`src/bt2c_ram.sv`:
```
// Simple dual-port synchronous RAM: one write port, one read port,
// read data registered. No dependencies.
`default_nettype none

module bt2c_ram #(
	parameter int WIDTH = 2,
	parameter int DEPTH = 1024,
	parameter int AW    = 10
) (
	input  wire logic             clk,
	input  wire logic             we,
	input  wire logic [AW-1:0]    waddr,
	input  wire logic [WIDTH-1:0] wdata,
	input  wire logic [AW-1:0]    raddr,
	output logic      [WIDTH-1:0] rdata
);

	logic [WIDTH-1:0] mem [DEPTH];

	// Write port.
	always_ff @(posedge clk) begin
		if (we) begin
			mem[waddr] <= wdata;
		end
	end

	// Registered read port.
	always_ff @(posedge clk) begin
		rdata <= mem[raddr];
	end

endmodule

`default_nettype wire

```
`config.mk`:
```
export PLATFORM = sky130hd
export DESIGN_NAME = bt2c_ram
export DESIGN_NICKNAME = d
export VERILOG_FILES = /design/src/bt2c_ram.sv
export SDC_FILE = /design/constraint.sdc
export NUM_CORES = 2
export LEC_CHECK = 0
export BUFFER_PORTS_ARGS = -buffer_cell sky130_fd_sc_hd__buf_4
export CAP_MARGIN = 10
export CORE_UTILIZATION = 55
export CTS_BUF_LIST = sky130_fd_sc_hd__clkbuf_4 sky130_fd_sc_hd__clkbuf_8 sky130_fd_sc_hd__clkbuf_16
export CTS_CLUSTER_SIZE = 28
export DETAILED_ROUTE_END_ITERATION = 10
export GPL_TIMING_DRIVEN = 0
export PLACE_DENSITY = 0.7
export SLEW_MARGIN = 30
export SYNTH_ARGS = -nofsm -noshare
export SYNTH_HDL_FRONTEND = slang
export SYNTH_SLANG_ARGS = --single-unit
```
`constraint.sdc`:
```
create_clock -name clk -period 4.2 [get_ports clk]
set_input_delay 1.26 -clock clk [delete_from_list [all_inputs] [get_ports clk]]
set_output_delay 1.26 -clock clk [all_outputs]
set_load 0.01 [all_outputs]
```
==> After elaboration in Yosys (flattened, before gate mapping) <==
Memories as Yosys holds them, arrays and structs flattened. A register that Yosys moved wholly into a read port is not among the register bits.
Index checks and enable logic that the tools add are counted.
{ "word_totals": {"reg_bits": 0, "latchBits": 0, "mem_bits_rw": 2048, "rom_bits": 0, "inputBits": 24, "output_inout_bits": 2, "memories": 1} }
{ "memory_table": {"columns": ["name", "depth", "width", "read_ports", "rd_ports_with_merged_regs", "write_ports", "line_no", "text"], "rows": [
  ["mem", 1024, 2, 1, 1, 1, "18", "logic [WIDTH-1:0] mem [DEPTH];"]
]} }
{ "op_classes": {"addsub": 0, "multipliers": 0, "div": 0, "order_cmp": 0, "eq_ne": 0, "shifts": 0, "muxes": 2, "bitwise_logic": 0, "reduce_logical": 0} }
{ "op_table": {"columns": ["cell", "count"], "rows": [
  ["$mux W1", 2]
]} }

==> Longest topological paths before layout <==
{ "depth": {"depth_word": 2, "mapped_depth": 15, "mapped_depth_nobuf": 8} }

==> Worst setup path before layout <==
Ideal clock, no wire load.
{ "synth_path": {"kind": "input-to-reg", "startpoint": "input raddr[0]", "endpoint": "register rdata[1] (read register of mem)", "setup_time_ps": 140, "arrival_time_ps": 3482, "setup_slack_ps": 578, "cell_stages": 12, "path_cell_list": "buf_6 buf_12 buf_8 buf_6 buf_6 mux4_2 a221oi_1 o21ai_0 nor3_1 o31ai_1 o31ai_1 nand4_1"} }
{ "synth_rtl": {"columns": ["item", "line_no", "text"], "rows": [
  ["from (decl)", "14", "input wire logic [AW-1:0] raddr,"],
  ["to (decl)", "15", "output logic [WIDTH-1:0] rdata"]
]} }

==> qor.csv <==
stage,metric,value,unit
outcome,outcome,"complete, but fails checks",
outcome,failing checks,negative setup slack,
timing,Final Hold Viols,0,
worst_setup_path,critical path arrival,5.36,ns
global_routing,gr usage total,40.5,%
detailed_routing,1st-pass router iterations,7,
detailed_routing,Total Wirelength,308,mm
global_routing,GRT overflow,0,
detailed_routing,Vias/cell,7.23,
worst_setup_path,Worst path slowest cell,clkbuf_2,
yosys,Synth cell types,66,
timing,Least-Margin Pin Slew,1.12,ns
floorplanning,row count,142,
timing,shortest period the worst path allows,4.60,ns
worst_setup_path,WP data required,4.95,ns
timing,Slew headroom,25.5,%
power,Clock Power Share,40.8,%
worst_setup_path,Crit path buffers/inverters,4,
cts,Worst-Skew Late Latency,0.86,ns
hold_path,Worst Hold Endpoint,mem[636][1],
power,Pwr Density,450,nW/um^2
worst_setup_path,CP endpoint kind,register,
floorplanning,IO Pins,26,
global_routing,number of global-route vias before repair,49804,
layout,most frequent cells in the layout,"edfxtp_1 (2,048), nor2_1 (1,047), mux4_2 (449), mux2i_1 (204), clkbuf_16 (201)",
floorplanning,width of the die,392,um
yosys,Synth top area share,73.4,%
yosys,ranking of synthesized cells by area,"edfxtp_1 (73%), mux4_2 (12%), nor2_1 (4.7%)",
floorplanning,core area,150000,um^2
yosys,YS warnings,0,
cts,"CTS clk-pin slew, worst paths",0.06,ns
worst_setup_path,R2R cell count,8,
yosys,post-synth net total,4817,
cts,CTS tree,done,
timing,clock skew,0.0320,ns
layout,"most common cell after layout, fill and taps aside",edfxtp_1,
worst_setup_path,Crit path max-delay family,buffers and inverters,
placed_design,post-DP HPWL,204,mm
power,Int Power,33.0,mW
worst_setup_path,Worst R2R End,rdata[1],
placed_design,GPL Wtd Cong,1.01,
cts,cts bufs inserted,200,
flow_run,max cap viols,0,
global_routing,first-pass GRT wire length,410,mm
timing,fin crit share,110,%
hold_path,critical hold path startpoint,wdata[1],
layout,NumNets Final,5138,
yosys,async set-reset flop share out of synthesis,0,%
cts,Max H-tree Level,4,
yosys,number of synthesized register bits,2050,
timing,final hold slack,0.812,ns
power,Sequential Power Share,52.2,%
cts,CTS Root Cell,clkbuf_16,
floorplanning,die area,154000,um^2
worst_setup_path,startpoint types,input port,
yosys,Post-Syn Instances,4793,
worst_setup_path,crit path kind,in -> reg,
power,Max rail drop VDD,0.000498,V
timing,"Slew Viols, Final",0,
power,sw power,10.1,mW
yosys,cell taking the most area after synthesis,edfxtp_1,
cts,clk buf depth,3,
cts,clk sinks,2050,
worst_setup_path,"slowest stage delay, CP",0.74,ns
detailed_routing,# DRC,0,
timing,endpoints failing setup,2,
detailed_routing,1st-iter DRT viols,11889,
layout,final core utilization,63.8,%
placed_design,PortBufs,23,
layout,layout cells sized above 1,23.1,%
global_routing,pin count of the biggest net entering global routing,132,
yosys,Avg Synthesized Cell Area,17.5,um^2
detailed_routing,detailed-route via count,52780,
power,leakage power,29.9,nW
detailed_routing,"antenna viol nets, final",0,
global_routing,initial antenna violation count,17,
yosys,Synth Cell Area,83800,um^2
detailed_routing,WL/cell,42.2,um
worst_setup_path,"reg-to-reg slack, setup",0.72,ns
floorplanning,starting density of the core,55.7,%
power,Net Sw Frac,23.4,%
hold_path,Hold Path Stages,1,
yosys,Main synth FF type,edfxtp_1,
worst_setup_path,cell chain of the critical path,buf_4 -> and2_1 -> clkbuf_2 -> clkbuf_2 -> a22oi_1 -> a21oi_1 -> nor3_2 -> buf_4 -> nor3_1 -> o311ai_1 -> nand4_1,
yosys,"EDFF count, synth",2048,
timing,worst setup slack after layout,-0.404,ns
timing,f_max,217,MHz
yosys,"Seq/Total Area, Yosys",73.5,%
hold_path,worst hold path type,in -> reg,
floorplanning,die height,392,um
worst_setup_path,worst-path fanout max,10,
power,Comb pwr share,7.0,%
layout,area grow syn2layout,14.6,%
worst_setup_path,RR Startpoint,mem[152][1],
[state kept, by name, summed over array words and instances (netlist names)]
name   flops
mem     2048
rdata      2
[Yosys cell counts (13+ instances only)]
library cell	instances
a21oi_1	70
o22ai_1	45
buf_4	28
mux2i_1	205
a211oi_1	13
nor3_1	45
a221oi_1	13
a22oi_1	45
nor2_1	1054
nor2b_1	13
o221ai_1	82
mux4_2	449
a22o_1	13
nand2_1	96
o21ai_0	36
clkbuf_1	239
buf_2	26
buf_6	33
edfxtp_1	2048
buf_8	14
nand3_1	39
buf_1	54
nand4_1	13
[cell families after synthesis]
family | after synthesis | share of synthesized area (%)
muxes | 664 | 14.7
DFF | 2050 | 73.5
and+or+nand+nor | 1324 | 6.40
buffers and inverters | 402 | 2.49
AOI/OAI and AO/OA | 353 | 2.98
[worst reg2reg max path, cell delays in order (launching register included)]
cell      delay (ns)
edfxtp_1        0.40
mux4_2          0.50
mux4_2          0.48
nand2_1         0.14
or4b_1          0.66
nand4_1         0.32
o31ai_1         0.14
o31ai_2         0.29
nand4_1         0.31
[per-stage QoR]
stage | TNS (ns) | total power [mW] | instances | setup WS [ns] | instance area [um^2]
2_1_floorplan | 0 | 24.1 | 4793 | 0.578 | 83800
3_3_place_gp | - | 25.7 | 6832 | -5.29 | 86500
3_5_place_dp | -5.35 | 25.7 | 6901 | -2.88 | 88300
4_1_cts | 0 | 42.8 | 7271 | 0.00188 | 95400
5_1_grt | -0.0160 | 43.7 | 7295 | -0.0114 | 95900
6_report | -0.602 | 43.1 | 7305 | -0.404 | 95900
[how the worst max path moves through the flow]
| stage | depth (start not counted) | startpoint | slack, ns | to |
|---|---|---|---|---|
| global route | 11 | raddr[3] | -0.01 | rdata[1] |
| global placement | 1 | wdata[0] | -5.29 | mem[952][0] |
| floorplan | 12 | raddr[0] | 0.58 | rdata[1] |
| CTS | 15 | raddr[1] | 0.002 | rdata[0] |
| detailed placement | 14 | raddr[1] | -2.88 | rdata[0] |
| finish | 11 | raddr[3] | -0.40 | rdata[1] |
[power groups by stage]
| stage | combinational [mW] | clock [mW] | sequential (mW) |
|---|---|---|---|
| finish | 3.04 | 17.6 | 22.5 |
| global route | 2.98 | 18.2 | 22.5 |
| CTS | 2.81 | 17.4 | 22.5 |
| detailed placement | 2.71 | 0 | 23.0 |
| global placement | 2.55 | 0 | 23.1 |
| floorplan | 1.18 | 0 | 23.0 |
[routing by layer]
| metal | vias to the layer above | global-route usage, % | wire length, um |
|---|---|---|---|
| met4 | 14 | 27.0 | 24400 |
| li1 | 19569 | - | - |
| met5 | - | 0.510 | 248 |
| met1 | 26441 | 51.8 | 97300 |
| met3 | 1174 | 16.8 | 55900 |
| met2 | 5582 | 56.7 | 130000 |
[what timing repair did]
item	CTS	global route
resized for setup	205	83
buffers inserted	7	23
hold buffers	0	0
pin swaps	10	6
endpoints found under the setup margin	2	2
[final cells by class]
| class | instances | area [um^2] |
|---|---|---|
| antenna | 12 | 30.0 |
| buffer | 393 | 3040 |
| clock buffer | 245 | 5360 |
| clock inverter | 120 | 967 |
| fill | 10402 | 54500 |
| inverter | 6 | 28.8 |
| multi-input combinational | 2341 | 20500 |
| sequential | 2050 | 61500 |
| tap | 2016 | 2520 |
| timing repair buffer | 122 | 2010 |
No activity file was read; power rests on OpenSTA's default activity.
