<file path="config.mk">
export PLATFORM = sky130hd
export DESIGN_NAME = bt2c_ctrl
export DESIGN_NICKNAME = d
export VERILOG_FILES = /design/src/bt2c_pkg.sv /design/src/bt2c_ctrl.sv
export SDC_FILE = /design/constraint.sdc
export NUM_CORES = 1
export LEC_CHECK = 0
export BUFFER_PORTS_ARGS = -buffer_cell sky130_fd_sc_hd__buf_2
export CORE_ASPECT_RATIO = 0.8
export CORE_MARGIN = 2
export CORE_UTILIZATION = 58
export CTS_CLUSTER_SIZE = 24
export DETAILED_ROUTE_END_ITERATION = 12
export PLACE_DENSITY = 0.93
export SETUP_SLACK_MARGIN = 0.05
export SYNTH_ARGS = -nofsm -noshare
export SYNTH_HDL_FRONTEND = slang
export SYNTH_SLANG_ARGS = --single-unit
</file>
<file path="constraint.sdc">
create_clock -name clk -period 3.65 [get_ports clk]
set_clock_uncertainty 0.2 [all_clocks]
set_input_delay 0.1825 -clock clk [delete_from_list [all_inputs] [get_ports clk]]
set_output_delay 0.1825 -clock clk [all_outputs]
set_load 0.1 [all_outputs]
</file>
<file path="src/bt2c_pkg.sv">
// Package for the bipartite two-coloring block.
// Holds request and result transaction types, request and status codes,
// color codes and default sizes. Depends on nothing.
`default_nettype none

package bt2c_pkg;

	// Default sizes handed to the top-level parameters.
	localparam int DEF_MAX_VERTICES = 1024;
	localparam int DEF_MAX_EDGES    = 4096;

	// Vertex count register.
	localparam int               VERTEX_COUNT_W     = 11;
	localparam logic [10:0]      VERTEX_COUNT_RESET = 11'd1024;

	// Request codes.
	typedef enum logic [1:0] {
		REQ_ADD   = 2'd0,
		REQ_SOLVE = 2'd1,
		REQ_READ  = 2'd2,
		REQ_CLEAR = 2'd3
	} req_code_t;

	// Status codes.
	typedef enum logic [1:0] {
		ST_OK      = 2'd0,
		ST_FULL    = 2'd1,
		ST_RANGE   = 2'd2,
		ST_NOT_BIP = 2'd3
	} status_t;

	// Color codes.
	localparam logic [1:0] COLOR_NONE = 2'd0;
	localparam logic [1:0] COLOR_ONE  = 2'd1;
	localparam logic [1:0] COLOR_TWO  = 2'd2;

	// Request transaction.
	typedef struct packed {
		req_code_t   req_type;
		logic [9:0]  end_a;
		logic [9:0]  end_b;
	} req_t;

	// Result transaction.
	typedef struct packed {
		status_t     status;
		logic        is_bipartite;
		logic [1:0]  vertex_color;
		logic [10:0] first_color_total;
		logic [10:0] second_color_total;
	} rsp_t;

endpackage

`default_nettype wire

</file>
<file path="src/bt2c_ctrl.sv">
// Request sequencer for the two-coloring block: edge loads, color reads,
// clears and the solve walk over the edge, color and stack memories.
// Depends on bt2c_pkg; the memories themselves sit in the top level.
`default_nettype none

module bt2c_ctrl
	import bt2c_pkg::*;
#(
	parameter int MAX_VERTICES = DEF_MAX_VERTICES,
	parameter int MAX_EDGES    = DEF_MAX_EDGES,
	localparam int VW  = $clog2(MAX_VERTICES),
	localparam int NW  = $clog2(MAX_VERTICES + 1),
	localparam int EAW = (MAX_EDGES > 1) ? $clog2(MAX_EDGES) : 1,
	localparam int ETW = $clog2(MAX_EDGES + 1)
) (
	input  wire logic            clk,
	input  wire logic            arst_n,
	input  wire logic            in_valid,
	output logic                 in_stall,
	input  wire req_t            in_data,
	output logic                 out_valid,
	input  wire logic            out_stall,
	output rsp_t                 out_data,
	input  wire logic [NW-1:0]   n,
	// Edge memory.
	output logic                 e_we,
	output logic [EAW-1:0]       e_waddr,
	output logic [2*VW-1:0]      e_wdata,
	output logic [EAW-1:0]       e_raddr,
	input  wire logic [2*VW-1:0] e_rdata,
	// Color memory.
	output logic                 c_we,
	output logic [VW-1:0]        c_waddr,
	output logic [1:0]           c_wdata,
	output logic [VW-1:0]        c_raddr,
	input  wire logic [1:0]      c_rdata,
	// Work stack memory.
	output logic                 s_we,
	output logic [VW-1:0]        s_waddr,
	output logic [VW-1:0]        s_wdata,
	output logic [VW-1:0]        s_raddr,
	input  wire logic [VW-1:0]   s_rdata
);

	typedef enum logic [13:0] {
		S_IDLE  = 14'b00000000000001,
		S_FIN   = 14'b00000000000010,
		S_RDW   = 14'b00000000000100,
		S_CLR   = 14'b00000000001000,
		S_SCAN  = 14'b00000000010000,
		S_SCANW = 14'b00000000100000,
		S_POP   = 14'b00000001000000,
		S_POPW  = 14'b00000010000000,
		S_VCOL  = 14'b00000100000000,
		S_EDGE  = 14'b00001000000000,
		S_EDGW  = 14'b00010000000000,
		S_UCOL  = 14'b00100000000000,
		S_SPARE = 14'b01000000000000,
		S_HOLD  = 14'b10000000000000
	} state_t;

	state_t          state_q;
	logic [ETW-1:0]  edge_total_q;
	logic            solved_q;
	logic [NW-1:0]   tot1_q;
	logic [NW-1:0]   tot2_q;
	logic [NW-1:0]   c1_q;
	logic [NW-1:0]   c2_q;
	logic [VW-1:0]   ci_q;
	logic [NW-1:0]   si_q;
	logic [NW-1:0]   depth_q;
	logic [VW-1:0]   v_q;
	logic [VW-1:0]   u_q;
	logic [1:0]      other_q;
	logic [ETW-1:0]  e_q;
	logic            rd_in_q;
	rsp_t            res_q;
	rsp_t            out_q;
	logic            out_valid_q;

	logic            load_out;
	logic            take;
	logic            add_a_in;
	logic            add_b_in;
	logic [VW-1:0]   ea;
	logic [VW-1:0]   eb;
	logic            edge_hit;
	logic [VW-1:0]   edge_u;

	// True when a vertex number lies below the active vertex count.
	function automatic logic in_range(input logic [31:0] x, input logic [NW-1:0] cnt);
		return x < 32'(cnt);
	endfunction

	// Builds one result transaction.
	function automatic rsp_t mk_rsp(input status_t st, input logic [1:0] col,
			input logic ok, input logic [NW-1:0] t1, input logic [NW-1:0] t2);
		rsp_t r;
		r.status             = st;
		r.is_bipartite       = ok;
		r.vertex_color       = col;
		r.first_color_total  = 11'(t1);
		r.second_color_total = 11'(t2);
		return r;
	endfunction

	// Handshake: a finished result moves to the output register when it is free.
	assign load_out  = (state_q == S_FIN) && (!out_valid_q || !out_stall);
	assign in_stall  = !((state_q == S_IDLE) || load_out);
	assign take      = in_valid && !in_stall;
	assign out_valid = out_valid_q;
	assign out_data  = out_q;

	assign add_a_in = in_range(32'(in_data.end_a), n);
	assign add_b_in = in_range(32'(in_data.end_b), n);

	// Decode of the edge just read: which endpoint is the neighbor of v.
	always_comb begin
		ea       = e_rdata[2*VW-1:VW];
		eb       = e_rdata[VW-1:0];
		edge_hit = 1'b0;
		edge_u   = eb;
		if (in_range(32'(ea), n) && in_range(32'(eb), n)) begin
			if (ea == v_q) begin
				edge_hit = 1'b1;
				edge_u   = eb;
			end else if (eb == v_q) begin
				edge_hit = 1'b1;
				edge_u   = ea;
			end
		end
	end

	// Memory port control.
	always_comb begin
		e_we    = 1'b0;
		e_waddr = EAW'(edge_total_q);
		e_wdata = {VW'(in_data.end_a), VW'(in_data.end_b)};
		e_raddr = EAW'(e_q);
		c_we    = 1'b0;
		c_waddr = VW'(si_q);
		c_wdata = COLOR_NONE;
		c_raddr = VW'(si_q);
		s_we    = 1'b0;
		s_waddr = VW'(depth_q);
		s_wdata = u_q;
		s_raddr = VW'(depth_q - NW'(1));
		if (take) begin
			if (in_data.req_type == REQ_ADD && add_a_in && add_b_in
					&& edge_total_q != ETW'(MAX_EDGES)) begin
				e_we = 1'b1;
			end
			c_raddr = VW'(in_data.end_a);
		end else begin
			unique case (state_q)
				S_CLR: begin
					c_we    = 1'b1;
					c_waddr = ci_q;
					c_wdata = COLOR_NONE;
				end
				S_SCANW: begin
					if (c_rdata == COLOR_NONE) begin
						c_we    = 1'b1;
						c_waddr = VW'(si_q);
						c_wdata = COLOR_ONE;
						s_we    = 1'b1;
						s_waddr = '0;
						s_wdata = VW'(si_q);
					end
				end
				S_POPW:  c_raddr = s_rdata;
				S_EDGW:  c_raddr = edge_u;
				S_UCOL: begin
					if (c_rdata == COLOR_NONE) begin
						c_we    = 1'b1;
						c_waddr = u_q;
						c_wdata = other_q;
						s_we    = 1'b1;
						s_waddr = VW'(depth_q);
						s_wdata = u_q;
					end
				end
				default: begin
				end
			endcase
		end
	end

	// Sequencer.
	always_ff @(posedge clk or negedge arst_n) begin
		if (!arst_n) begin
			state_q      <= S_IDLE;
			edge_total_q <= '0;
			solved_q     <= 1'b0;
			tot1_q       <= '0;
			tot2_q       <= '0;
			c1_q         <= '0;
			c2_q         <= '0;
			ci_q         <= '0;
			si_q         <= '0;
			depth_q      <= '0;
			v_q          <= '0;
			u_q          <= '0;
			other_q      <= COLOR_ONE;
			e_q          <= '0;
			rd_in_q      <= 1'b0;
			res_q        <= '0;
		end else if (take) begin
			unique case (in_data.req_type)
				REQ_ADD: begin
					if (!(add_a_in && add_b_in)) begin
						res_q <= mk_rsp(ST_RANGE, COLOR_NONE, solved_q, tot1_q, tot2_q);
					end else if (edge_total_q == ETW'(MAX_EDGES)) begin
						res_q <= mk_rsp(ST_FULL, COLOR_NONE, solved_q, tot1_q, tot2_q);
					end else begin
						edge_total_q <= edge_total_q + ETW'(1);
						res_q <= mk_rsp(ST_OK, COLOR_NONE, solved_q, tot1_q, tot2_q);
					end
					state_q <= S_FIN;
				end
				REQ_SOLVE: begin
					ci_q    <= '0;
					c1_q    <= '0;
					c2_q    <= '0;
					state_q <= S_CLR;
				end
				REQ_READ: begin
					rd_in_q <= add_a_in;
					state_q <= S_RDW;
				end
				REQ_CLEAR: begin
					edge_total_q <= '0;
					solved_q     <= 1'b0;
					tot1_q       <= '0;
					tot2_q       <= '0;
					res_q        <= mk_rsp(ST_OK, COLOR_NONE, 1'b0, '0, '0);
					state_q      <= S_FIN;
				end
				default: begin
				end
			endcase
		end else begin
			unique case (state_q)
				S_FIN: begin
					if (load_out) begin
						state_q <= S_IDLE;
					end
				end
				// Color read result.
				S_RDW: begin
					res_q <= mk_rsp(rd_in_q ? ST_OK : ST_RANGE,
						(rd_in_q && solved_q) ? c_rdata : COLOR_NONE,
						solved_q, tot1_q, tot2_q);
					state_q <= S_FIN;
				end
				// Wipe every color entry before the walk.
				S_CLR: begin
					ci_q <= ci_q + VW'(1);
					if (ci_q == VW'(MAX_VERTICES - 1)) begin
						si_q    <= '0;
						state_q <= S_SCAN;
					end
				end
				// Look for the next uncolored seed vertex.
				S_SCAN: begin
					if (si_q == n) begin
						solved_q <= 1'b1;
						tot1_q   <= c1_q;
						tot2_q   <= c2_q;
						res_q    <= mk_rsp(ST_OK, COLOR_NONE, 1'b1, c1_q, c2_q);
						state_q  <= S_FIN;
					end else begin
						state_q <= S_SCANW;
					end
				end
				S_SCANW: begin
					if (c_rdata == COLOR_NONE) begin
						c1_q    <= c1_q + NW'(1);
						depth_q <= NW'(1);
						state_q <= S_POP;
					end else begin
						si_q    <= si_q + NW'(1);
						state_q <= S_SCAN;
					end
				end
				// Pop the next vertex of the component.
				S_POP: begin
					if (depth_q == '0) begin
						si_q    <= si_q + NW'(1);
						state_q <= S_SCAN;
					end else begin
						depth_q <= depth_q - NW'(1);
						state_q <= S_POPW;
					end
				end
				S_POPW: begin
					v_q     <= s_rdata;
					state_q <= S_VCOL;
				end
				S_VCOL: begin
					other_q <= (c_rdata == COLOR_ONE) ? COLOR_TWO : COLOR_ONE;
					e_q     <= '0;
					state_q <= S_EDGE;
				end
				// Walk the stored edges for neighbors of v.
				S_EDGE: begin
					state_q <= (e_q == edge_total_q) ? S_POP : S_EDGW;
				end
				S_EDGW: begin
					if (edge_hit) begin
						u_q     <= edge_u;
						state_q <= S_UCOL;
					end else begin
						e_q     <= e_q + ETW'(1);
						state_q <= S_EDGE;
					end
				end
				// Color the neighbor, or detect a conflict.
				S_UCOL: begin
					if (c_rdata == COLOR_NONE) begin
						if (other_q == COLOR_ONE) begin
							c1_q <= c1_q + NW'(1);
						end else begin
							c2_q <= c2_q + NW'(1);
						end
						depth_q <= depth_q + NW'(1);
						e_q     <= e_q + ETW'(1);
						state_q <= S_EDGE;
					end else if (c_rdata != other_q) begin
						solved_q <= 1'b0;
						tot1_q   <= '0;
						tot2_q   <= '0;
						res_q    <= mk_rsp(ST_NOT_BIP, COLOR_NONE, 1'b0, '0, '0);
						state_q  <= S_FIN;
					end else begin
						e_q     <= e_q + ETW'(1);
						state_q <= S_EDGE;
					end
				end
				default: begin
				end
			endcase
		end
	end

	// Output register.
	always_ff @(posedge clk or negedge arst_n) begin
		if (!arst_n) begin
			out_valid_q <= 1'b0;
			out_q       <= '0;
		end else if (load_out) begin
			out_valid_q <= 1'b1;
			out_q       <= res_q;
		end else if (out_valid_q && !out_stall) begin
			out_valid_q <= 1'b0;
		end
	end

endmodule

`default_nettype wire

</file>
Word level (Yosys, flattened, before mapping) --
Cells that the tools add are included.
Storage, ports and cells: flip-flop bits (word level) 195, bits in latches 0, RAM bits 0, ROM bits 0, bits of input ports 69, logic and storage cells 227, memories kept 0
Operators by class: add/subtract/negate cells 8, multiply operators 0, div/mod/pow operators 0, order comparisons 4, equality and inequality tests 47, shift-type cells 0, mux-type cells 96, bitwise gates (word level) 1, reduce and logical (&&, ||, !) cells 45
Operators with widths (count):
- $mux 11 | 23
- $mux 10 | 17
- $pmux 14 s11 | 1
- $mux 27 | 5
- $pmux 27 s3 | 1
- $pmux 11 s2 | 3
- $pmux 11 s3 | 2
- $mux 13 | 5
- $pmux 27 s2 | 1
- $add 11x1->11 const B | 4
- $lt 10x11->1 | 4
- $mux 14 | 3
- $pmux 14 s3 | 1
- $pmux 10 s2 | 2
- $pmux 13 s3 | 1
- $ne 3x3->1 const B | 9
- $add 13x1->13 const B | 2
- $mux 26 | 1
- $pmux 13 s2 | 1
- $reduce_and 5->1 | 5
- $eq 10x10->1 | 2
- $ne 2x2->1 const B | 9
- $mux 1 | 17
- $reduce_bool 3->1 | 5
- other kinds (44) | 77

Depth between registers and ports, before layout --
Gate-level depths: netlist of run 1.
depth after elaboration 7, depth in mapped cells 12

Worst setup path before layout of run 1 --
No wires, ideal clock.
kind register to output, from register state_q[1], to output c_raddr[0], arrival 3.694 ns, slack -0.426 ns, cell stages (with the launch flop) 7, path buffers 0, cells stage by stage dfrtp_1 nor4_1 nand2_1 or4_2 nor3_1 o21ai_0 a31oi_1
Between the ends: word-level cells in the longest chain between the ends 5
RTL lines:
- start, declared | RTL line bt2c_ctrl.sv:62 | state_t state_q;
- start signal, assigned | RTL line bt2c_ctrl.sv:307 | state_q <= (e_q == edge_total_q) ? S_POP : S_EDGW;
- $eq 14x2->1 | RTL line bt2c_ctrl.sv:108 | assign load_out = (state_q == S_FIN) && (!out_valid_q || !out_stall);
- $logic_and 1x1->1 | RTL line bt2c_ctrl.sv:108
- $logic_or 1x1->1 | RTL line bt2c_ctrl.sv:109 | assign in_stall = !((state_q == S_IDLE) || load_out);
- $logic_and 1x1->1 | RTL line bt2c_ctrl.sv:110 | assign take = in_valid && !in_stall;
- $mux 10 (*) | RTL line bt2c_ctrl.sv:148 | if (take) begin
- end, declared | RTL line bt2c_ctrl.sv:35 | output logic [VW-1:0] c_raddr,
Every way passes the cells marked *; elsewhere a longest branch is shown, timed or not.

Worst setup path in the final report of run 1 --
from register state_q[4], to output c_waddr[8]
Between the ends: word-level cells in the longest chain between the ends 5
RTL lines:
- $eq 14x2->1 | RTL line bt2c_ctrl.sv:108
- $logic_and 1x1->1 | RTL line bt2c_ctrl.sv:108
- $logic_or 1x1->1 | RTL line bt2c_ctrl.sv:109
- $logic_and 1x1->1 | RTL line bt2c_ctrl.sv:110
- $mux 10 (*) | RTL line bt2c_ctrl.sv:148
- end, declared | RTL line bt2c_ctrl.sv:33 | output logic [VW-1:0] c_waddr,
Marked as above.

==> summary.md, run 1 <==
| Metric | Value |
|---|---|
| PortBufs | 196 |
| Post-synth EDFFs | 0 |
| Total Routed Length | 35900 um |
| Drt pass-1 iters | 6 |
| Crit. path cell count | 9 |
| Number of setup violations in the final report | 0 |
| Sequential share of the synthesized area | 39.6% |
| Most common cell on crit path | nand2_1 |
| PD cells | 316 mW/mm^2 |
| CP Capture Point | c_waddr[8] |
| Share of layout cells above drive strength 1 | 25.1% |
| Die width | 166 um |
| Initial Util | 59.0% |
| Fin crit period | 3.51 ns |
| Layout Utilization | 68.7% |
| Hold path startpoint | e_rdata[8] |
| Kind of end point of the critical path | output pin |
| Root buf cell | clkbuf_16 |
| Synth Flop Type | dfrtp_1 |
| Die ar. | 0.0222 mm^2 |
| DR WL/cell | 20.7 um |
| GRT Resource Usage Total | 31.9% |
| Cell Area, Synth | 0.0122 mm^2 |
| Via count | 11300 |
| Avg Synthesized Cell Area | 9.34 um^2 |
| Cell family with the largest share of critical-path delay | simple AND/OR/NAND/NOR gates |
| Slowest CP cell | or4_4 |
| Worst EP arrival | 3.12 ns |
| Yosys reg bits | 193 |
| Final Wtd Congestion | 1.10 |
| CP bufs+invs | 2 |
| Slew @ Worst Pin | 1.21 ns |
| CTS buffer count | 17 |
| Class of the tightest hold or removal check | input port to register |
| Vias in the first global route | 10700 |
| Global-route wire length before repair | 57000 um |
| Fmax | 0.285 GHz |
| CP peak stage delay | 0.64 ns |
| Max cap viols | 0 |
| Synth warn | 0 |
| Slew HR | 19.3% |
| Reg-to-Reg End | si_q[3] |
| Die H | 134 um |
| Core Footprint | 0.0207 mm^2 |
| Synthesized Nets | 1427 |
| Crit path cell chain | or4_4 > nor3_2 > nand2_1 > nor3_1 > buf_4 > nor2_1 > nand2_1 > nand2_1 > buf_2 |
| Post-DRT Antenna Nets | 0 |
| Crit path from | state_q[4] |
| Worst r2r path cells | 6 |
| Row Count | 47 |
| DRC | 0 |
| Total gr overflow | 0 |
| Initial DRC count | 1482 |
| Htree depth | 4 |
| Crit path kind | register to output pin |
| RR Startpoint | state_q[5] |
| CTS Buffer Depth | 2 |
| Final hold vios | 0 |
| Vias per cell | 6.52 |
| Count of different cell masters after synthesis | 75 |
| Clk sink count | 193 |
| Largest net degree at the start of global routing | 111 |
| Max Slew Vio Count | 0 |
| Register area | 0.00483 mm^2 |
| Status | finished, final reports clean |
| Pleak | 0.00685 uW |
| Final period util | 96.1% |
| Nets | 1571 |
| TritonCTS clock tree | built |
| Worst-path clk slew | 0.08 ns |
| Max VDD drop | 0.246 mV |
| Fillers | 1517 |
| Multi-input logic area | 0.00668 mm^2 |
| Initial antenna violation count | 1 |
| Worst endpoint required time | 3.27 ns |
| Post-synth ARST share | 100% |
| RSZ-0062 raised after global routing | false |
| Crit-path max FO | 11 |
| Setup TNS | 0 ns |
| R2R setup slack | 0.27 ns |
| Dpl hpwl | 25700 um |
| Gate Count Post-Synth | 1308 |
| Clk Latency, worst-skew pair | 0.44 ns |
| Area Overhead vs Synth | 16.5% |
| Io pins | 197 |
| Startpoint Class | register |
-- report_power, final --
part	internal (uW)	switching [uW]	total, uW
combinational	113	278	391
clock	1010	959	1970
sequential	2140	1.53	2140
total	3260	1240	4500
-- kinds of logic after synthesis --
| logic type | synth area share, % |
|---|---|
| buffers and inverters | 6.79 |
| AO/OA/AOI/OAI | 16.8 |
| AND/OR/NAND/NOR | 19.4 |
| multiplexers | 7.31 |
| adder cells (fa/ha/maj) | 5.12 |
| XOR/XNOR | 5.09 |
| flip-flops | 39.6 |
-- registers in the layout, indices dropped and copies added, names as in the netlist, 12 cells and up --
register / count
e_q: 13
res_q: 27
out_data: 27
state_q: 12
edge_total_q: 13
-- area by class of cell --
type | instances | share of cell area [%]
well taps | 269 | 2.37
inverters | 42 | 1.11
clock inverters | 14 | 1.34
clock buffers | 18 | 3.09
multi-input cells | 956 | 46.9
diodes | 1 | 0.0176
repair buffers | 242 | 11.2
flip-flops and latches | 193 | 34.0
-- per-layer routing --
metal	wire length (um)	GRT usage (%)	part of all wire (%)
met4	1170	11.1	3.3
met2	16100	48.7	45
met1	14800	44.2	41
met3	3830	8.62	11
met5	13	0	0.036
-- repair_timing --
item / in CTS / in global routing
endpoints found under the setup margin: 19 / 24
resized for setup: 11 / 6
hold endpoints to repair: 122 / 0
hold buffers: 17 / 0
setup buffers: 0 / 0
-- cells in the final DEF, fill, tap and decap left out, types with 14 or more instances in the layout --
master and instances:
buf_4 34, mux2i_1 15, nand3_1 27, dfrtp_1 191, o31ai_1 17, clkbuf_16 17
a21o_1 14, dlygate4sd3_1 17, inv_1 42, ha_1 50, nor2_1 84, buf_2 175
xor2_1 52, nand4_1 21, nand2b_1 27, xnor2_1 18, o21ai_0 103, and2_1 16
a22oi_1 22, nor3_1 20, nor4_1 24, mux2_2 66, a22o_1 48, a21oi_1 34
and3_1 26, nand2_1 122, and4_1 16
-- synth_stat cells (6+ instances only) --
master / n / share of area, %
and3_1: 26 / 1.3
a21oi_1: 34 / 1.4
o31ai_1: 17 / 1.0
and2_1: 16 / 0.82
nor3_1: 23 / 0.94
mux2i_1: 15 / 1.2
nand3_1: 27 / 1.1
nand4_1: 21 / 1.1
nand2_1: 122 / 3.7
nor4_1: 25 / 1.3
clkbuf_1: 56 / 1.7
a22oi_1: 22 / 1.4
dfrtp_1: 191 / 39
nor2b_1: 7 / 0.36
a21o_1: 14 / 0.86
or3_1: 8 / 0.41
ha_1: 50 / 5.1
o31a_1: 10 / 0.72
nor4b_1: 6 / 0.43
xnor2_1: 19 / 1.4
and4_1: 16 / 1.1
nand2b_1: 27 / 1.4
inv_1: 42 / 1.3
a22o_1: 48 / 3.4
nor2_1: 85 / 2.6
xor2_1: 52 / 3.7
o21ai_0: 103 / 4.2
or4_1: 7 / 0.43
a31oi_1: 16 / 0.82
mux2_2: 66 / 6.1
o211ai_1: 6 / 0.37
buf_4: 49 / 3.0
-- worst register-to-register path, stage by stage (launching register included) --
cell      delay (ns)
dfrtp_1         0.55
or4_1           0.64
or4_4           0.61
or2_4           0.30
a211oi_4        0.46
nand3_2         0.22
o21ai_0         0.31
-- stage by stage --
step	total power [uW]	setup slack (ns)	hold WS (ns)	cell area, um^2	instances
5_1_grt	4620	0.0454	0.00456	14200	1734
3_5_place_dp	2550	0.310	0.166	13400	1685
4_1_cts	4490	0.0986	0.00256	14200	1734
6_report	4500	0.143	0.00361	14200	1735
3_3_place_gp	2540	0.327	0.148	13400	1685
2_1_floorplan	2400	0.0262	-0.313	12300	1308
-- worst min-delay path by stage --
stage / cells past startpoint / to
after global routing: 3 / u_q[8]
after global placement: 1 / u_q[3]
after CTS: 3 / u_q[8]
final: 3 / u_q[8]
after detailed placement: 1 / ci_q[9]
after floorplan: 0 / c1_q[0]
Note: power is estimated with default switching activity, not from simulation.
==> inputs of run 2 (changes only) <==
--- a/config.mk
+++ b/config.mk
@@ -12,6 +12,7 @@
 export CTS_CLUSTER_SIZE = 24
 export DETAILED_ROUTE_END_ITERATION = 12
 export PLACE_DENSITY = 0.93
+export RECOVER_POWER = 25
 export SETUP_SLACK_MARGIN = 0.05
 export SYNTH_ARGS = -nofsm -noshare
 export SYNTH_HDL_FRONTEND = slang
==> summary.md, run 2 (synthesized netlist as in run 1, its figures left out) <==
| Metric | Value |
|---|---|
| Status | finished, violations left |
| Failing checks | capacitance limit, slew limit |
| Post-CTS Setup Bufs | 0 (unchanged) |
| Initial antenna violation count | 1 (unchanged) |
| Largest net degree at the start of global routing | 111 (unchanged) |
| Htree depth | 4 (unchanged) |
| Setup TNS | 0 ns (unchanged) |
| Flop pwr share | 47.6% (about the same) |
| Worst-path clk slew | 0.08 ns (about the same) |
| TritonCTS clock tree | built |
| Total Routed Length | 35800 um (-0.34%) |
| RSZ-0062 raised after global routing | false |
| RR Startpoint | state_q[5] |
| Crit-path max FO | 11 (unchanged) |
| Kind of end point of the critical path | output pin |
| DRC | 0 (unchanged) |
| Int Power | 3260 uW (-0.11%) |
| CTS Buffer Depth | 2 (unchanged) |
| Vias per cell | 6.51 (-0.16%) |
| Combinational fraction of design power | 8.6% (about the same) |
| Area Overhead vs Synth | 16.2% |
| Die ar. | 0.0222 mm^2 (unchanged) |
| Fmax | 0.285 GHz (about the same) |
| Switching Share | 27.5% (-0.073 points) |
| GRT Resource Usage Total | 31.9% (unchanged) |
| Fin crit period | 3.51 ns (+0.00266 ns) |
| CTS buffer count | 17 (unchanged) |
| Global-route wire length before repair | 57000 um (unchanged) |
| Antenna diodes | 0 (-1) |
| Nets | 1571 (unchanged) |
| Clk sink count | 193 (unchanged) |
| Io pins | 197 (unchanged) |
| Initial Util | 59.0% (unchanged) |
| Final period util | 96.2% (about the same) |
| Crit path kind | register to output pin |
| DR WL/cell | 20.6 um (-0.28%) |
| Worst endpoint required time | 3.27 ns (about the same) |
| Crit path from | state_q[4] |
| Most common cell after layout, fill and taps aside | dfrtp_1 |
| Final Wtd Congestion | 1.10 (unchanged) |
| Total gr overflow | 0 (unchanged) |
| Class of the tightest hold or removal check | input port to register |
| Pre-CTS setup slack | 0.310 ns (unchanged) |
| Startpoint Class | register |
| Clock network fraction of total power | 43.8% (about the same) |
| Initial DRC count | 1429 (-3.6%) |
| Die H | 134 um (unchanged) |
| Share of layout cells above drive strength 1 | 23.8% (-1.4 points) |
| Root buf cell | clkbuf_16 |
| PortBufs | 196 (unchanged) |
| Via count | 11300 (-0.22%) |
| Row Count | 47 (unchanged) |
| Pleak | 0.00679 uW (-0.85%) |
| Core Footprint | 0.0207 mm^2 (unchanged) |
| Final hold vios | 0 (unchanged) |
| Drt pass-1 iters | 6 (unchanged) |
| Max Slew Vio Count | 110 (+110) |
| Psw | 1230 uW (-0.48%) |
| Slew HR | -85.0% (-100 points) |
| Max VDD drop | 0.245 mV (-0.25%) |
| Layout Utilization | 68.6% (-0.18 points) |
| Hold path startpoint | e_rdata[8] |
| Post-DRT Antenna Nets | 0 (unchanged) |
| Most frequent cells in the layout | dfrtp_1, buf_2, nand2_1 |
| Die width | 166 um (unchanged) |
| Number of setup violations in the final report | 0 (unchanged) |
| Max cap viols | 1 (+1) |
| Worst EP arrival | 3.13 ns (about the same) |
| Vias in the first global route | 10700 (unchanged) |
| PnR worst setup slack | 0.140 ns (-0.00266 ns) |
| PD cells | 316 mW/mm^2 (about the same) |
| Slew @ Worst Pin | 2.77 ns (+1.56 ns) |
| Dpl hpwl | 25700 um (unchanged) |
| Clk Latency, worst-skew pair | 0.44 ns (about the same) |
==> run 2: power groups by stage <==
stage	clock network, uW	logic [uW]	registers [uW]
detailed placement	0	366	2180
global route	2060	417	2140
finish	1960	386	2140
floorplan	0	214	2180
global placement	0	358	2180
CTS	1970	383	2140
==> run 2: layer usage <==
layer / wire, um / global-route usage [%] / share of wire (%)
met5: 13 / 0 / 0.036
met4: 1150 / 11.1 / 3.2
met3: 3890 / 8.62 / 11
met2: 16000 / 48.7 / 45
met1: 14700 / 44.2 / 41
==> run 2: area by class of cell <==
class | count | area [um^2]
inverters | 42 | 158
multi-input cells | 956 | 6680
flip-flops and latches | 193 | 4830
fillers | 1534 | 6510
well taps | 269 | 337
clock buffers | 18 | 439
repair buffers | 242 | 1560
clock inverters | 14 | 190
==> run 2: final timing paths <==
check	cells after the start	to	slack, ns
setup / recovery	9	c_waddr[8]	0.14
hold / removal	3	u_q[8]	0.006
setup reg to reg	6	si_q[3]	0.32
hold reg to reg	1	out_data[2]	0.30
max in group asynchronous	2	out_data[2]	0.67
min in group asynchronous	2	u_q[2]	0.93
==> run 2: timing repair <==
item | in CTS | in global routing
resized for setup | 11 | 6
hold buffers | 17 | 0
endpoints found under the hold margin | 122 | 0
setup endpoints to repair | 19 | 24
pin swaps | 0 | 0
cloned | 0 | 0
==> run 2: through the flow <==
stage                     total power, uW  hold slack [ns]  std cells  cell area [um^2]
final                                4490          0.00552       1734             14200
after global routing                 4620          0.00456       1734             14200
after CTS                            4490          0.00256       1734             14200
after detailed placement             2550            0.166       1685             13400
after global placement               2540            0.148       1685             13400
after floorplan                      2400           -0.313       1308             12300
==> run 2: worst max-delay path, stage by stage (launching register included) <==
cell     delay, ns
dfrtp_1       0.48
or4_4         0.64
nor3_2        0.31
nand2_1       0.14
nor3_1        0.22
buf_4         0.25
nor2_1        0.18
nand2_1       0.11
nand2_1       0.06
buf_2         0.29
